$ cat src/rtl/core/l1ogs_pkg.sv
// ---------------------------------------------------------------------------
// L1 offset grid search package
// Shared widths, register codes, sequencer states and divider interface types.
// ---------------------------------------------------------------------------
`default_nettype none

package l1ogs_pkg;

	localparam int MAX_POINTS = 4096;
	localparam int ADDR_W     = $clog2(MAX_POINTS);
	localparam int CNT_W      = ADDR_W + 1;
	localparam int SAMPLE_W   = 16;
	localparam int OFF_W      = 24;
	localparam int SUM_W      = 40;
	localparam int MEAN_W     = 23;
	localparam int STEP_W     = 12;
	localparam int SIDE_W     = 10;
	localparam int PROD_W     = STEP_W + SIDE_W;
	localparam int TRY_W      = SIDE_W + 1;
	localparam int DIVCNT_W   = $clog2(SUM_W);
	localparam int APB_AW     = 3;
	localparam int APB_DW     = 32;

	localparam logic [STEP_W-1:0] STEP_RESET = STEP_W'(20);
	localparam logic [SIDE_W-1:0] SIDE_RESET = SIDE_W'(500);
	localparam logic [MEAN_W-1:0] MEAN_MAX   = {MEAN_W{1'b1}};

	// Register select, taken from paddr[2].
	localparam logic REG_STEP = 1'b0;
	localparam logic REG_SIDE = 1'b1;

	typedef enum logic [3:0] {
		ST_LOAD,
		ST_GUESS_RD,
		ST_GUESS_WAIT,
		ST_SETUP,
		ST_SCAN,
		ST_DRAIN,
		ST_CMP,
		ST_DIV_START,
		ST_DIV_WAIT,
		ST_DONE
	} state_t;

	typedef struct packed {
		logic              start;
		logic [SUM_W-1:0]  dividend;
		logic [CNT_W-1:0]  divisor;
	} div_req_t;

	typedef struct packed {
		logic              done;
		logic [SUM_W-1:0]  quotient;
	} div_rsp_t;

endpackage

`default_nettype wire

$ cat src/rtl/core/l1ogs_div.sv
// ---------------------------------------------------------------------------
// Restoring divider
// Divides the residual sum by the pair count, one quotient bit per cycle.
// ---------------------------------------------------------------------------
`default_nettype none

module l1ogs_div (
	input  wire logic                clk,
	input  wire logic                arst_n,
	input  wire l1ogs_pkg::div_req_t req,
	output l1ogs_pkg::div_rsp_t      rsp
);

	logic                            busy_q;
	logic                            done_q;
	logic [l1ogs_pkg::DIVCNT_W-1:0]  cnt_q;
	logic [l1ogs_pkg::CNT_W-1:0]     rem_q;
	logic [l1ogs_pkg::SUM_W-1:0]     quo_q;
	logic [l1ogs_pkg::CNT_W:0]       part;
	logic [l1ogs_pkg::CNT_W:0]       diff;
	logic                            ge;

	always_comb begin
		part = {rem_q, quo_q[l1ogs_pkg::SUM_W-1]};
		diff = part - {1'b0, req.divisor};
		ge   = part >= {1'b0, req.divisor};
	end

	always_ff @(posedge clk or negedge arst_n) begin
		if (!arst_n) begin
			busy_q <= 1'b0;
			done_q <= 1'b0;
			cnt_q  <= '0;
		end else begin
			done_q <= 1'b0;
			if (req.start) begin
				busy_q <= 1'b1;
				cnt_q  <= '0;
			end else if (busy_q) begin
				cnt_q <= cnt_q + l1ogs_pkg::DIVCNT_W'(1);
				if (cnt_q == l1ogs_pkg::DIVCNT_W'(l1ogs_pkg::SUM_W - 1)) begin
					busy_q <= 1'b0;
					done_q <= 1'b1;
				end
			end
		end
	end

	always_ff @(posedge clk) begin
		if (req.start) begin
			quo_q <= req.dividend;
			rem_q <= '0;
		end else if (busy_q) begin
			quo_q <= {quo_q[l1ogs_pkg::SUM_W-2:0], ge};
			rem_q <= ge ? diff[l1ogs_pkg::CNT_W-1:0] : part[l1ogs_pkg::CNT_W-1:0];
		end
	end

	assign rsp.done     = done_q;
	assign rsp.quotient = quo_q;

endmodule

`default_nettype wire

$ cat config.mk
export PLATFORM = sky130hd
export DESIGN_NAME = l1ogs_div
export DESIGN_NICKNAME = d
export VERILOG_FILES = /design/src/rtl/core/l1ogs_pkg.sv /design/src/rtl/core/l1ogs_div.sv
export SDC_FILE = /design/constraint.sdc
export NUM_CORES = 1
export LEC_CHECK = 0
export BUFFER_PORTS_ARGS = -buffer_cell sky130_fd_sc_hd__buf_2
export CAP_MARGIN = 20
export CORE_UTILIZATION = 50
export CTS_CLUSTER_DIAMETER = 200
export DETAILED_ROUTE_END_ITERATION = 10
export MAX_ROUTING_LAYER = met4
export PLACE_DENSITY = 0.86
export SYNTH_ARGS = -nofsm -noshare
export SYNTH_HDL_FRONTEND = slang
export SYNTH_SLANG_ARGS = --single-unit
$ cat constraint.sdc
create_clock -name clk -period 6.5 [get_ports clk]
set_clock_uncertainty 0.2 [all_clocks]
set_input_delay 0.325 -clock clk [delete_from_list [all_inputs] [get_ports clk]]
set_output_delay 0.325 -clock clk [all_outputs]
set_load 0.05 [all_outputs]
==> results of run 1 <==
## final cells by class
type | count | area, sq um | area share, %
flip-flops and latches | 61 | 1660 | 39.2
multi-input cells | 204 | 1640 | 38.8
repair buffers | 102 | 528 | 12.5
clock buffers | 10 | 128 | 3.01
clock inverters | 6 | 111 | 2.63
well taps | 77 | 96.3 | 2.28
inverters | 18 | 67.6 | 1.60
## through the flow
stage	setup WS (ns)	hold slack (ns)	util (%)
detailed placement	3.68	-0.0205	61.4
global placement	3.77	-0.0201	61.4
floorplan	3.62	-0.171	-
global route	3.57	0.0843	65.2
CTS	3.72	0.0788	65.2
finish	3.71	0.0904	65.2
## Yosys cell counts, types with 2 or more instances
| cell | n | share of area [%] |
|---|---|---|
| nand2_1 | 14 | 1.5 |
| or3_1 | 3 | 0.54 |
| nor3b_1 | 3 | 0.65 |
| o22ai_1 | 2 | 0.36 |
| mux2_2 | 41 | 13 |
| clkbuf_1 | 11 | 1.2 |
| or3b_2 | 2 | 0.51 |
| a31o_2 | 2 | 0.51 |
| a311oi_2 | 8 | 3.5 |
| o31ai_1 | 2 | 0.43 |
| buf_1 | 2 | 0.22 |
| o21bai_1 | 2 | 0.43 |
| ha_1 | 14 | 5.1 |
| o21ai_0 | 5 | 0.73 |
| dfrtp_1 | 8 | 5.8 |
| xnor2_1 | 6 | 1.5 |
| edfxtp_1 | 40 | 35 |
| dfxtp_1 | 13 | 7.5 |
| nor2b_1 | 5 | 0.91 |
| buf_4 | 2 | 0.43 |
| nand3_1 | 9 | 1.3 |
| a21oi_1 | 13 | 1.9 |
| nand2b_1 | 4 | 0.73 |
| mux2i_1 | 2 | 0.58 |
| nand4_1 | 5 | 0.91 |
| o21ai_1 | 6 | 0.87 |
| nor2_1 | 21 | 2.3 |
| a311oi_1 | 2 | 0.51 |
| a21o_1 | 3 | 0.65 |
| inv_1 | 18 | 2.0 |
| nor4b_1 | 2 | 0.51 |
| nor3_1 | 3 | 0.43 |
| nor4_1 | 2 | 0.36 |
| o211ai_1 | 4 | 0.87 |
| xor2_1 | 4 | 1.0 |
## per-layer routing
layer	vias up	part of all wire [%]	wire length [microns]	GRT usage (%)
li1	1311	-	-	-
met1	1261	42	3220	26.2
met2	86	52	3970	38.3
met3	14	3.8	293	3.60
met4	0	2.0	150	9.86
met5	-	0	0	-
## logic make-up (layout without fill, tap and decap cells)
kind of cell             after synthesis  in the layout  synth area share (%)
AND/OR/NAND/NOR                       76             76                  11.3
flip-flops                            61             61                  48.2
AO/OA/AOI/OAI                         60             60                  14.1
multiplexers                          43             43                  14.0
buffers and inverters                 35            136                  4.28
adder cells (fa/ha/maj)               15             15                  5.66
XOR/XNOR                              10             10                  2.54
## repair_timing
item | 4_1_cts | 5_1_grt
endpoints found under the hold margin | 8 | 0
hold buffers | 1 | 0
setup endpoints to repair | 0 | 0
## how the worst max path moves through the flow
| stage | depth (start not counted) | end | slack [ns] |
|---|---|---|---|
| 6_report | 10 | rem_q[0]$_SDFFE_PP0P_ | 3.71 |
| 5_1_grt | 10 | rem_q[0]$_SDFFE_PP0P_ | 3.57 |
| 4_1_cts | 10 | rem_q[0]$_SDFFE_PP0P_ | 3.72 |
| 3_5_place_dp | 10 | rem_q[0]$_SDFFE_PP0P_ | 3.68 |
| 3_3_place_gp | 10 | rem_q[0]$_SDFFE_PP0P_ | 3.77 |
| 2_1_floorplan | 10 | rem_q[8]$_SDFFE_PP0P_ | 3.62 |
## sequential cells by signal, indices dropped and copies added (netlist names)
name / flops
done_q: 1
rem_q: 13
quo_q: 40
busy_q: 1
cnt_q: 6
## critical path, delay by kind of cell, from the launching register on
family / cells / cell delay, ns
buffers and inverters: 2 / 0.26
AO/OA/AOI/OAI: 4 / 0.90
AND/OR/NAND/NOR: 2 / 0.38
adder cells (fa/ha/maj): 2 / 0.61
flip-flops: 1 / 0.35
## report_power, final
| group | switching [uW] | internal (uW) | total (uW) |
|---|---|---|---|
| logic | 352 | 227 | 580 |
| registers | 45.2 | 481 | 526 |
| clock network | 151 | 255 | 406 |
==> results.cfg, run 1 <==
[route]
routedWlPerCell_microns = 16.0
antenna_left = 0
dr_total_vias = 2672
wl_microns = 7630
drt_iter0_drc = 118
drc_errors = 0
dr.pass1.iters = 4
routed_via_density = 5.59

[place]
gp_congestion = 0.864
dpl.hpwl_microns = 5390
dp_cells = 461
dpl_cell_area_sq_mm = 0.00399
portBuffers = 96

[clock_tree]
post_cts_buffers = 0
clkLatencyLatePin_ns = 0.34
cts_resized = 0
cts_max_level = 3
clk_pin_slew_ns = 0.07
cts_tree = done
cts_max_path_buffers = 2
cts-root-buf = clkbuf_8
cts.sinks = 61
cts_buffers = 9

[worst_setup_path]
max_stage_delay_ns = 0.41
cp_cell_sequence = inv_1 -> ha_1 -> fa_1 -> nand2b_1 -> a211o_2 -> a21oi_4 -> o31ai_1 -> buf_4 -> and4_1 -> a311oi_1
start_kind = flip-flop
critPathKind = flip-flop to flip-flop
cp-end-kind = flip-flop
cp_data_arrival_time_ns = 2.84
reg2reg_from = quo_q[39]$_DFFE_PP_
crit_start = quo_q[39]$_DFFE_PP_
cp.required_ns = 6.54
r2r_end = rem_q[0]$_SDFFE_PP0P_
cpMaxStageDelayCell = fa_1
reg2reg_slack_ns = 3.71
cp_max_fo = 11
r2r_cells = 10

[min_path]
holdCritStartpoint = req[27]
min_to = quo_q[14]$_DFFE_PP_
hp-class = input port to flip-flop
whs_path_depth = 2

[cells_and_area]
diodes = 0
final_common_cell = buf_2
final_nets = 467
layout_common_cells = buf_2 (96), mux2_2 (41), edfxtp_1 (40)
fill_cells = 509
final_cells = 478
drive_gt1_share_pct = 43.4
area_delta_synth_final_pct = 22.7
final_area_sq_mm = 0.00423

[yosys]
synthArstFlopShare_pct = 13.1
synth-seq-cells = 61
synthFlopType = edfxtp_1
syn_area_sq_mm = 0.00345
syn-num-nets = 371
synth_edf_count = 40
seq_area_frac_synth_pct = 48.2
syn_area_per_cell_sq_um = 11.5
synth_cell_types = 52
netlist_instances = 300
yosys_warnings = 0

[die]
start_util_pct = 53.1
rows = 29
die_y_microns = 85.1
die-area_sq_mm = 0.00724
ios = 97
die_w_microns = 85.1
coreArea_sq_mm = 0.00649

[power]
vdd_drop_max_uv = 175
powerDensity_mw_per_mm2 = 357
total_power_uw = 1510
leakagePower_uw = 0.00186

[timing]
report.final.slew_viol_count = 0
timing_hold_violations_final = 0
worst_slew_pin_slew_ns = 0.803
setup_viol_count_final = 0
rsz0062_at_grt = no
post-route-min-period_ns = 2.79
min_period_over_period_pct = 43.0
tns_ns = 0
max_freq_mhz = 358
relSlewSlack_pct = 46.4

[global_route]
grt_max_degree = 66
grt_usage_pct = 22.4
grt-ovfl-total = 0
grt_pass1_wl_microns = 12200
grt_pass1_vias = 2572
antenna_found_initial = 0

[flow_run]
drv_cap = 0

[outcome]
status = finished, final reports clean
Power figures use the tool's default switching activity.
==> inputs of run 2 (changes only) <==
--- a/config.mk
+++ b/config.mk
@@ -5,6 +5,7 @@
 export SDC_FILE = /design/constraint.sdc
 export NUM_CORES = 1
 export LEC_CHECK = 0
+export ABC_AREA = 1
 export BUFFER_PORTS_ARGS = -buffer_cell sky130_fd_sc_hd__buf_2
 export CAP_MARGIN = 20
 export CORE_UTILIZATION = 50
==> constraint.sdc (replaced) <==
create_clock -name clk -period 2.79 [get_ports clk]
set_clock_uncertainty 0.2 [all_clocks]
set_input_delay 0.1395 -clock clk [delete_from_list [all_inputs] [get_ports clk]]
set_output_delay 0.1395 -clock clk [all_outputs]
set_load 0.05 [all_outputs]
==> results.cfg, run 2 <==
[yosys]
syn-num-nets = 549
synth-seq-cells = 61
syn_area_sq_mm = 0.00360
yosys.area.top_type = edfxtp_1
yosysMostFrequentCell = nand2_1
seq_area_frac_synth_pct = 46.1
yosys_warnings = 0
synthFlopType = edfxtp_1
syn_area_per_cell_sq_um = 7.54
netlist_instances = 478
synth_top_area_share_pct = 33.3
synthArstFlopShare_pct = 13.1
synth.area.top_cells = edfxtp_1 (33%), nand2_1 (23%), dfxtp_1 (7.2%)
synth_cell_types = 30
synth_edf_count = 40
synth_top_cells_by_count = nand2_1 (219), inv_1 (60), edfxtp_1 (40)

[worst_setup_path]
critPathKind = flip-flop to flip-flop
reg2reg_from = quo_q[39]$_DFFE_PP_
start_kind = flip-flop
cp_data_arrival_time_ns = 2.37
cp.required_ns = 2.81
r2r_end = rem_q[1]$_SDFFE_PP0P_
cp-end-kind = flip-flop
cp_max_fo = 15
reg2reg_slack_ns = 0.45
r2r_cells = 11

[place]
dp_cells = 659
portBuffers = 96
dpl.hpwl_microns = 6240
pre_cts_slack_ns = 0.521
gp_congestion = 0.955

[timing]
min_period_over_period_pct = 84.0
max_freq_mhz = 427
timing_hold_violations_final = 0
rsz0062_at_grt = no
worst_slew_pin_slew_ns = 0.741
tns_ns = 0
relSlewSlack_pct = 50.5
setup_viol_count_final = 0
setup_ws_ns = 0.446
post-route-min-period_ns = 2.34
report.final.slew_viol_count = 0

[global_route]
antenna_found_initial = 0
grt_pass1_vias = 3761
grt_pass1_wl_microns = 17200
grt-ovfl-total = 0
grt_max_degree = 47
grt_usage_pct = 31.3

[route]
dr_total_vias = 3741
drc_errors = 0
dr.pass1.iters = 5
routed_via_density = 5.19
drt_iter0_drc = 279
antenna_left = 0
wl_microns = 10700
routedWlPerCell_microns = 14.8

[cells_and_area]
final_util_pct = 70.3
final_cells = 721
top_regs = quo_q: 40 flops, rem_q: 13 flops, cnt_q: 6 flops
area_delta_synth_final_pct = 34.0
final_common_cell = nand2_1
largest_reg_flops = 40
fill_cells = 492
final_nets = 691
diodes = 0
layout_common_cells = nand2_1 (219), buf_2 (96), inv_1 (60)
regMostFlops = quo_q
drive_gt1_share_pct = 21.9

[clock_tree]
cts_max_level = 3
cts_max_path_buffers = 2
cts_tree = done
cts_buffers = 9
cts-root-buf = clkbuf_8
cts.sinks = 61
clk_pin_slew_ns = 0.07
cts_resized = 0
clkLatencyLatePin_ns = 0.34

[die]
start_util_pct = 52.5
ios = 97
die_y_microns = 86.9
die_w_microns = 86.9
die-area_sq_mm = 0.00755
rows = 30
coreArea_sq_mm = 0.00687

[min_path]
whs_path_depth = 5
holdCritStartpoint = req[0]
min_to = rem_q[0]$_SDFFE_PP0P_
hp-class = input port to flip-flop

[outcome]
status = finished, final reports clean

[power]
powerDensity_mw_per_mm2 = 772
vdd_drop_max_uv = 438
leakagePower_uw = 0.00260

[flow_run]
drv_cap = 0
==> run 2: cell count changes after synthesis, moves of 5 or more <==
cell      change
mux2_2       -41
nand2_1     +205
nand4_1      +12
a311oi_2      -8
nor2b_1       -5
o21ai_1       -6
inv_1        +42
nand2_2       +7
nand3_1      +19
a21oi_1       -7
inv_2         +7
==> run 2: kinds of logic after synthesis <==
family	share of synthesized area, %
AND/OR/NAND/NOR	35.8
AO/OA/AOI/OAI	2.29
adder cells (fa/ha/maj)	5.41
flip-flops	46.1
XOR/XNOR	1.22
buffers and inverters	9.20
==> run 2: worst max-delay path by stage <==
stage                           from                      to  slack, ns  depth (start not counted)
2_1_floorplan    quo_q[39]$_DFFE_PP_  rem_q[11]$_SDFFE_PP0P_       0.45                         12
6_report         quo_q[39]$_DFFE_PP_   rem_q[1]$_SDFFE_PP0P_       0.45                         11
3_5_place_dp     quo_q[39]$_DFFE_PP_   rem_q[7]$_SDFFE_PP0P_       0.52                         11
3_3_place_gp     quo_q[39]$_DFFE_PP_   rem_q[8]$_SDFFE_PP0P_       0.61                         11
4_1_cts          quo_q[39]$_DFFE_PP_   rem_q[1]$_SDFFE_PP0P_       0.51                         11
5_1_grt        rem_q[7]$_SDFFE_PP0P_      quo_q[0]$_DFFE_PP_       0.34                          9
==> run 2: layer usage <==
metal	vias up	GRT usage [%]	wire length (microns)
met5	-	-	0
met4	0	15.5	400
met3	39	9.19	975
met2	199	52.2	5380
met1	1707	34.1	3950
li1	1796	-	-
==> run 2: power by group <==
group / switching, uW / internal, uW
Clock: 363 / 504
Combinational: 1080 / 558
Sequential: 104 / 1120
==> run 2: layout make-up <==
class	instances	area [sq um]	share of cell area (%)
Tap cell	96	120	2.49
Multi-Input combinational cell	334	1610	33.4
Inverter	67	251	5.21
Clock buffer	12	135	2.80
Clock inverter	4	72.6	1.50
Sequential cell	61	1660	34.4
Timing Repair Buffer	147	978	20.3
==> run 2: what timing repair did <==
action	CTS	global route
buffers inserted	0	0
hold endpoints to repair	49	0
hold buffers	46	0
==> run 2: worst max-delay path, stage by stage (launching register included) <==
cell and delay (ns):
edfxtp_1 0.34, inv_1 0.06, ha_1 0.20, fa_1 0.40, inv_1 0.12, nand2_1 0.07, nand3_2 0.10, nand2_2 0.21
nand3_4 0.28, nand2_1 0.09, nand3_1 0.10, nand2_1 0.06
==> run 2: metrics by stage <==
| step | area (sq um) | hold slack [ns] | total power, uW |
|---|---|---|---|
| after CTS | 4830 | 0.0408 | 3670 |
| after floorplan | 3600 | -0.356 | 2480 |
| final | 4830 | 0.0649 | 3730 |
| after global placement | 4160 | -0.215 | 2720 |
| after global routing | 4830 | 0.0820 | 3960 |
| after detailed placement | 4160 | -0.212 | 2770 |
==> inputs of run 3 (changes only) <==
--- a/config.mk
+++ b/config.mk
@@ -8,7 +8,7 @@
 export ABC_AREA = 1
 export BUFFER_PORTS_ARGS = -buffer_cell sky130_fd_sc_hd__buf_2
 export CAP_MARGIN = 20
-export CORE_UTILIZATION = 50
+export CORE_UTILIZATION = 48
 export CTS_CLUSTER_DIAMETER = 200
 export DETAILED_ROUTE_END_ITERATION = 10
 export MAX_ROUTING_LAYER = met4
==> constraint.sdc (replaced) <==
create_clock -name clk -period 2 [get_ports clk]
set_clock_uncertainty 0.2 [all_clocks]
set_input_delay 0.1 -clock clk [delete_from_list [all_inputs] [get_ports clk]]
set_output_delay 0.1 -clock clk [all_outputs]
set_load 0.05 [all_outputs]
==> results.cfg, run 3 (synthesis gave the netlist of run 2 again) <==
[power]
total_power_uw = 5790
p_comb_share_pct = 50.3
seq_power_share_pct = 29.9
clockPowerShare_pct = 19.8
p_int_uw = 3290
powerDensity_mw_per_mm2 = 1140
p_sw_share_pct = 43.1
switchingPower_uw = 2500
leakagePower_uw = 0.00271
vdd_drop_max_uv = 720

[place]
dpl.hpwl_microns = 6230
gp_congestion = 0.928
pre_cts_slack_ns = -0.0187
portBuffers = 96

[worst_setup_path]
cp.required_ns = 2.09
r2r_cells = 11
reg2reg_slack_ns = -0.05
cpMaxStageDelayCell = fa_2
cp_data_arrival_time_ns = 2.13
cp-end-kind = flip-flop
reg2reg_from = quo_q[39]$_DFFE_PP_
critPathKind = flip-flop to flip-flop
crit_family = adder cells
cp.buffers_inverters = 3
critPathMostFrequentCell = inv_2
cp_cell_sequence = inv_2 -> ha_4 -> fa_2 -> inv_2 -> nand2_2 -> nand3_4 -> nand2_4 -> buf_4 -> nand4_1 -> nand3_2 -> nand2_1
start_kind = flip-flop
r2r_end = rem_q[0]$_SDFFE_PP0P_
cp_max_fo = 12
max_stage_delay_ns = 0.40

[cells_and_area]
fill_cells = 514
diodes = 0
largest_reg_flops = 40
final_nets = 703
drive_gt1_share_pct = 29.8
seqCellArea_sq_mm = 0.00166
multiInputGateArea_sq_mm = 0.00176
area_delta_synth_final_pct = 41.4
final_common_cell = nand2_1
regMostFlops = quo_q
layout_common_cells = nand2_1 (210), buf_2 (96), inv_1 (57)
top_regs = quo_q: 40 flops, rem_q: 13 flops, cnt_q: 6 flops

[timing]
timing_hold_violations_final = 0
setup_ws_ns = -0.0474
rsz0062_at_grt = yes
setup_viol_count_final = 12
max_freq_mhz = 488
report.final.slew_viol_count = 0
min_period_over_period_pct = 102
relSlewSlack_pct = 52.0
post-route-min-period_ns = 2.05
worst_slew_pin_slew_ns = 0.718
whs_ns = 0.0399

[global_route]
use_met2_pct = 48.5
antenna_found_initial = 0
grt_use_met1_pct = 32.6
grt_usage_pct = 29.3
grt_pass1_vias = 3734
grt_busiest_layer = met2
grt_max_degree = 47
met3_usage_pct = 7.56
grt-ovfl-total = 0
grt_pass1_wl_microns = 16800

[route]
dr_total_vias = 3921
routedWlPerCell_microns = 15.4
drc_errors = 0
drt_iter0_drc = 244
routed_via_density = 5.33
wl_microns = 11300
antenna_left = 0
dr.pass1.iters = 6

[clock_tree]
cts_max_level = 3
cts-root-buf = clkbuf_8
clkLatencyLatePin_ns = 0.34
cts.sinks = 61
cts_buffers = 9
cts_max_path_buffers = 2
clk_pin_slew_ns = 0.08
cts_tree = done

[die]
start_util_pct = 49.7
die_y_microns = 88.7
coreArea_sq_mm = 0.00725
ios = 97
rows = 31
die-area_sq_mm = 0.00786
die_w_microns = 88.7

[min_path]
whs_path_depth = 5
min_to = rem_q[0]$_SDFFE_PP0P_
hp-class = input port to flip-flop
holdCritStartpoint = req[0]

[outcome]
status = complete, but fails checks
failed_checks = negative setup slack

[flow_run]
drv_cap = 0
[run 3: tightest hold or removal path, cell delays in order]
cell and delay, ns:
buf_2 0.12, ha_4 0.15, nand2_2 0.06, nand3_2 0.05, nand2_1 0.05
[run 3: repair_timing]
item                                    in CTS  in global routing
cloned                                       0                  1
pin swaps                                    0                 11
gates resized for setup                      0                 33
hold buffers                                43                  0
endpoints found under the hold margin       49                  0
buffers inserted                             2                  4
endpoints found under the setup margin       1                 14
[run 3: worst max path at each step]
stage / start / endpoint / depth (start not counted)
floorplan: quo_q[39]$_DFFE_PP_ / rem_q[11]$_SDFFE_PP0P_ / 12
global placement: quo_q[39]$_DFFE_PP_ / quo_q[0]$_DFFE_PP_ / 10
detailed placement: quo_q[39]$_DFFE_PP_ / quo_q[0]$_DFFE_PP_ / 10
CTS: quo_q[39]$_DFFE_PP_ / rem_q[2]$_SDFFE_PP0P_ / 12
global route: rem_q[1]$_SDFFE_PP0P_ / rem_q[0]$_SDFFE_PP0P_ / 11
finish: quo_q[39]$_DFFE_PP_ / rem_q[0]$_SDFFE_PP0P_ / 11
[run 3: area by class of cell]
cell class	count	area share [%]
Timing Repair Buffer	159	21.5
Clock buffer	9	2.43
Multi-Input combinational cell	334	34.5
Inverter	67	5.01
Sequential cell	61	32.6
Tap cell	99	2.43
Clock inverter	7	1.47
[run 3: power by group through the flow]
stage / Sequential [uW] / Clock [uW] / Combinational [uW]
5_1_grt: 1740 / 1200 / 3140
3_3_place_gp: 1720 / 0 / 2200
4_1_cts: 1700 / 1120 / 2440
2_1_floorplan: 1990 / 0 / 1480
3_5_place_dp: 1730 / 0 / 2270
6_report: 1730 / 1150 / 2910
[run 3: stage by stage]
| step | cell area, sq um | cells | TNS (ns) | utilization (%) |
|---|---|---|---|---|
| after CTS | 4900 | 731 | 0 | 67.6 |
| after floorplan | 3640 | 478 | -3.24 | - |
| after global routing | 5100 | 736 | -1.45 | 70.3 |
| final | 5100 | 736 | -0.205 | 70.3 |
| after global placement | 4250 | 670 | 0 | 58.6 |
| after detailed placement | 4250 | 670 | -0.0187 | 58.6 |
[run 3: routing by layer]
metal  up-vias  part of all wire [%]
met4         0                   3.9
met5         -                     0
met2       233                    50
li1       1819                     -
met3        47                   8.1
met1      1822                    38
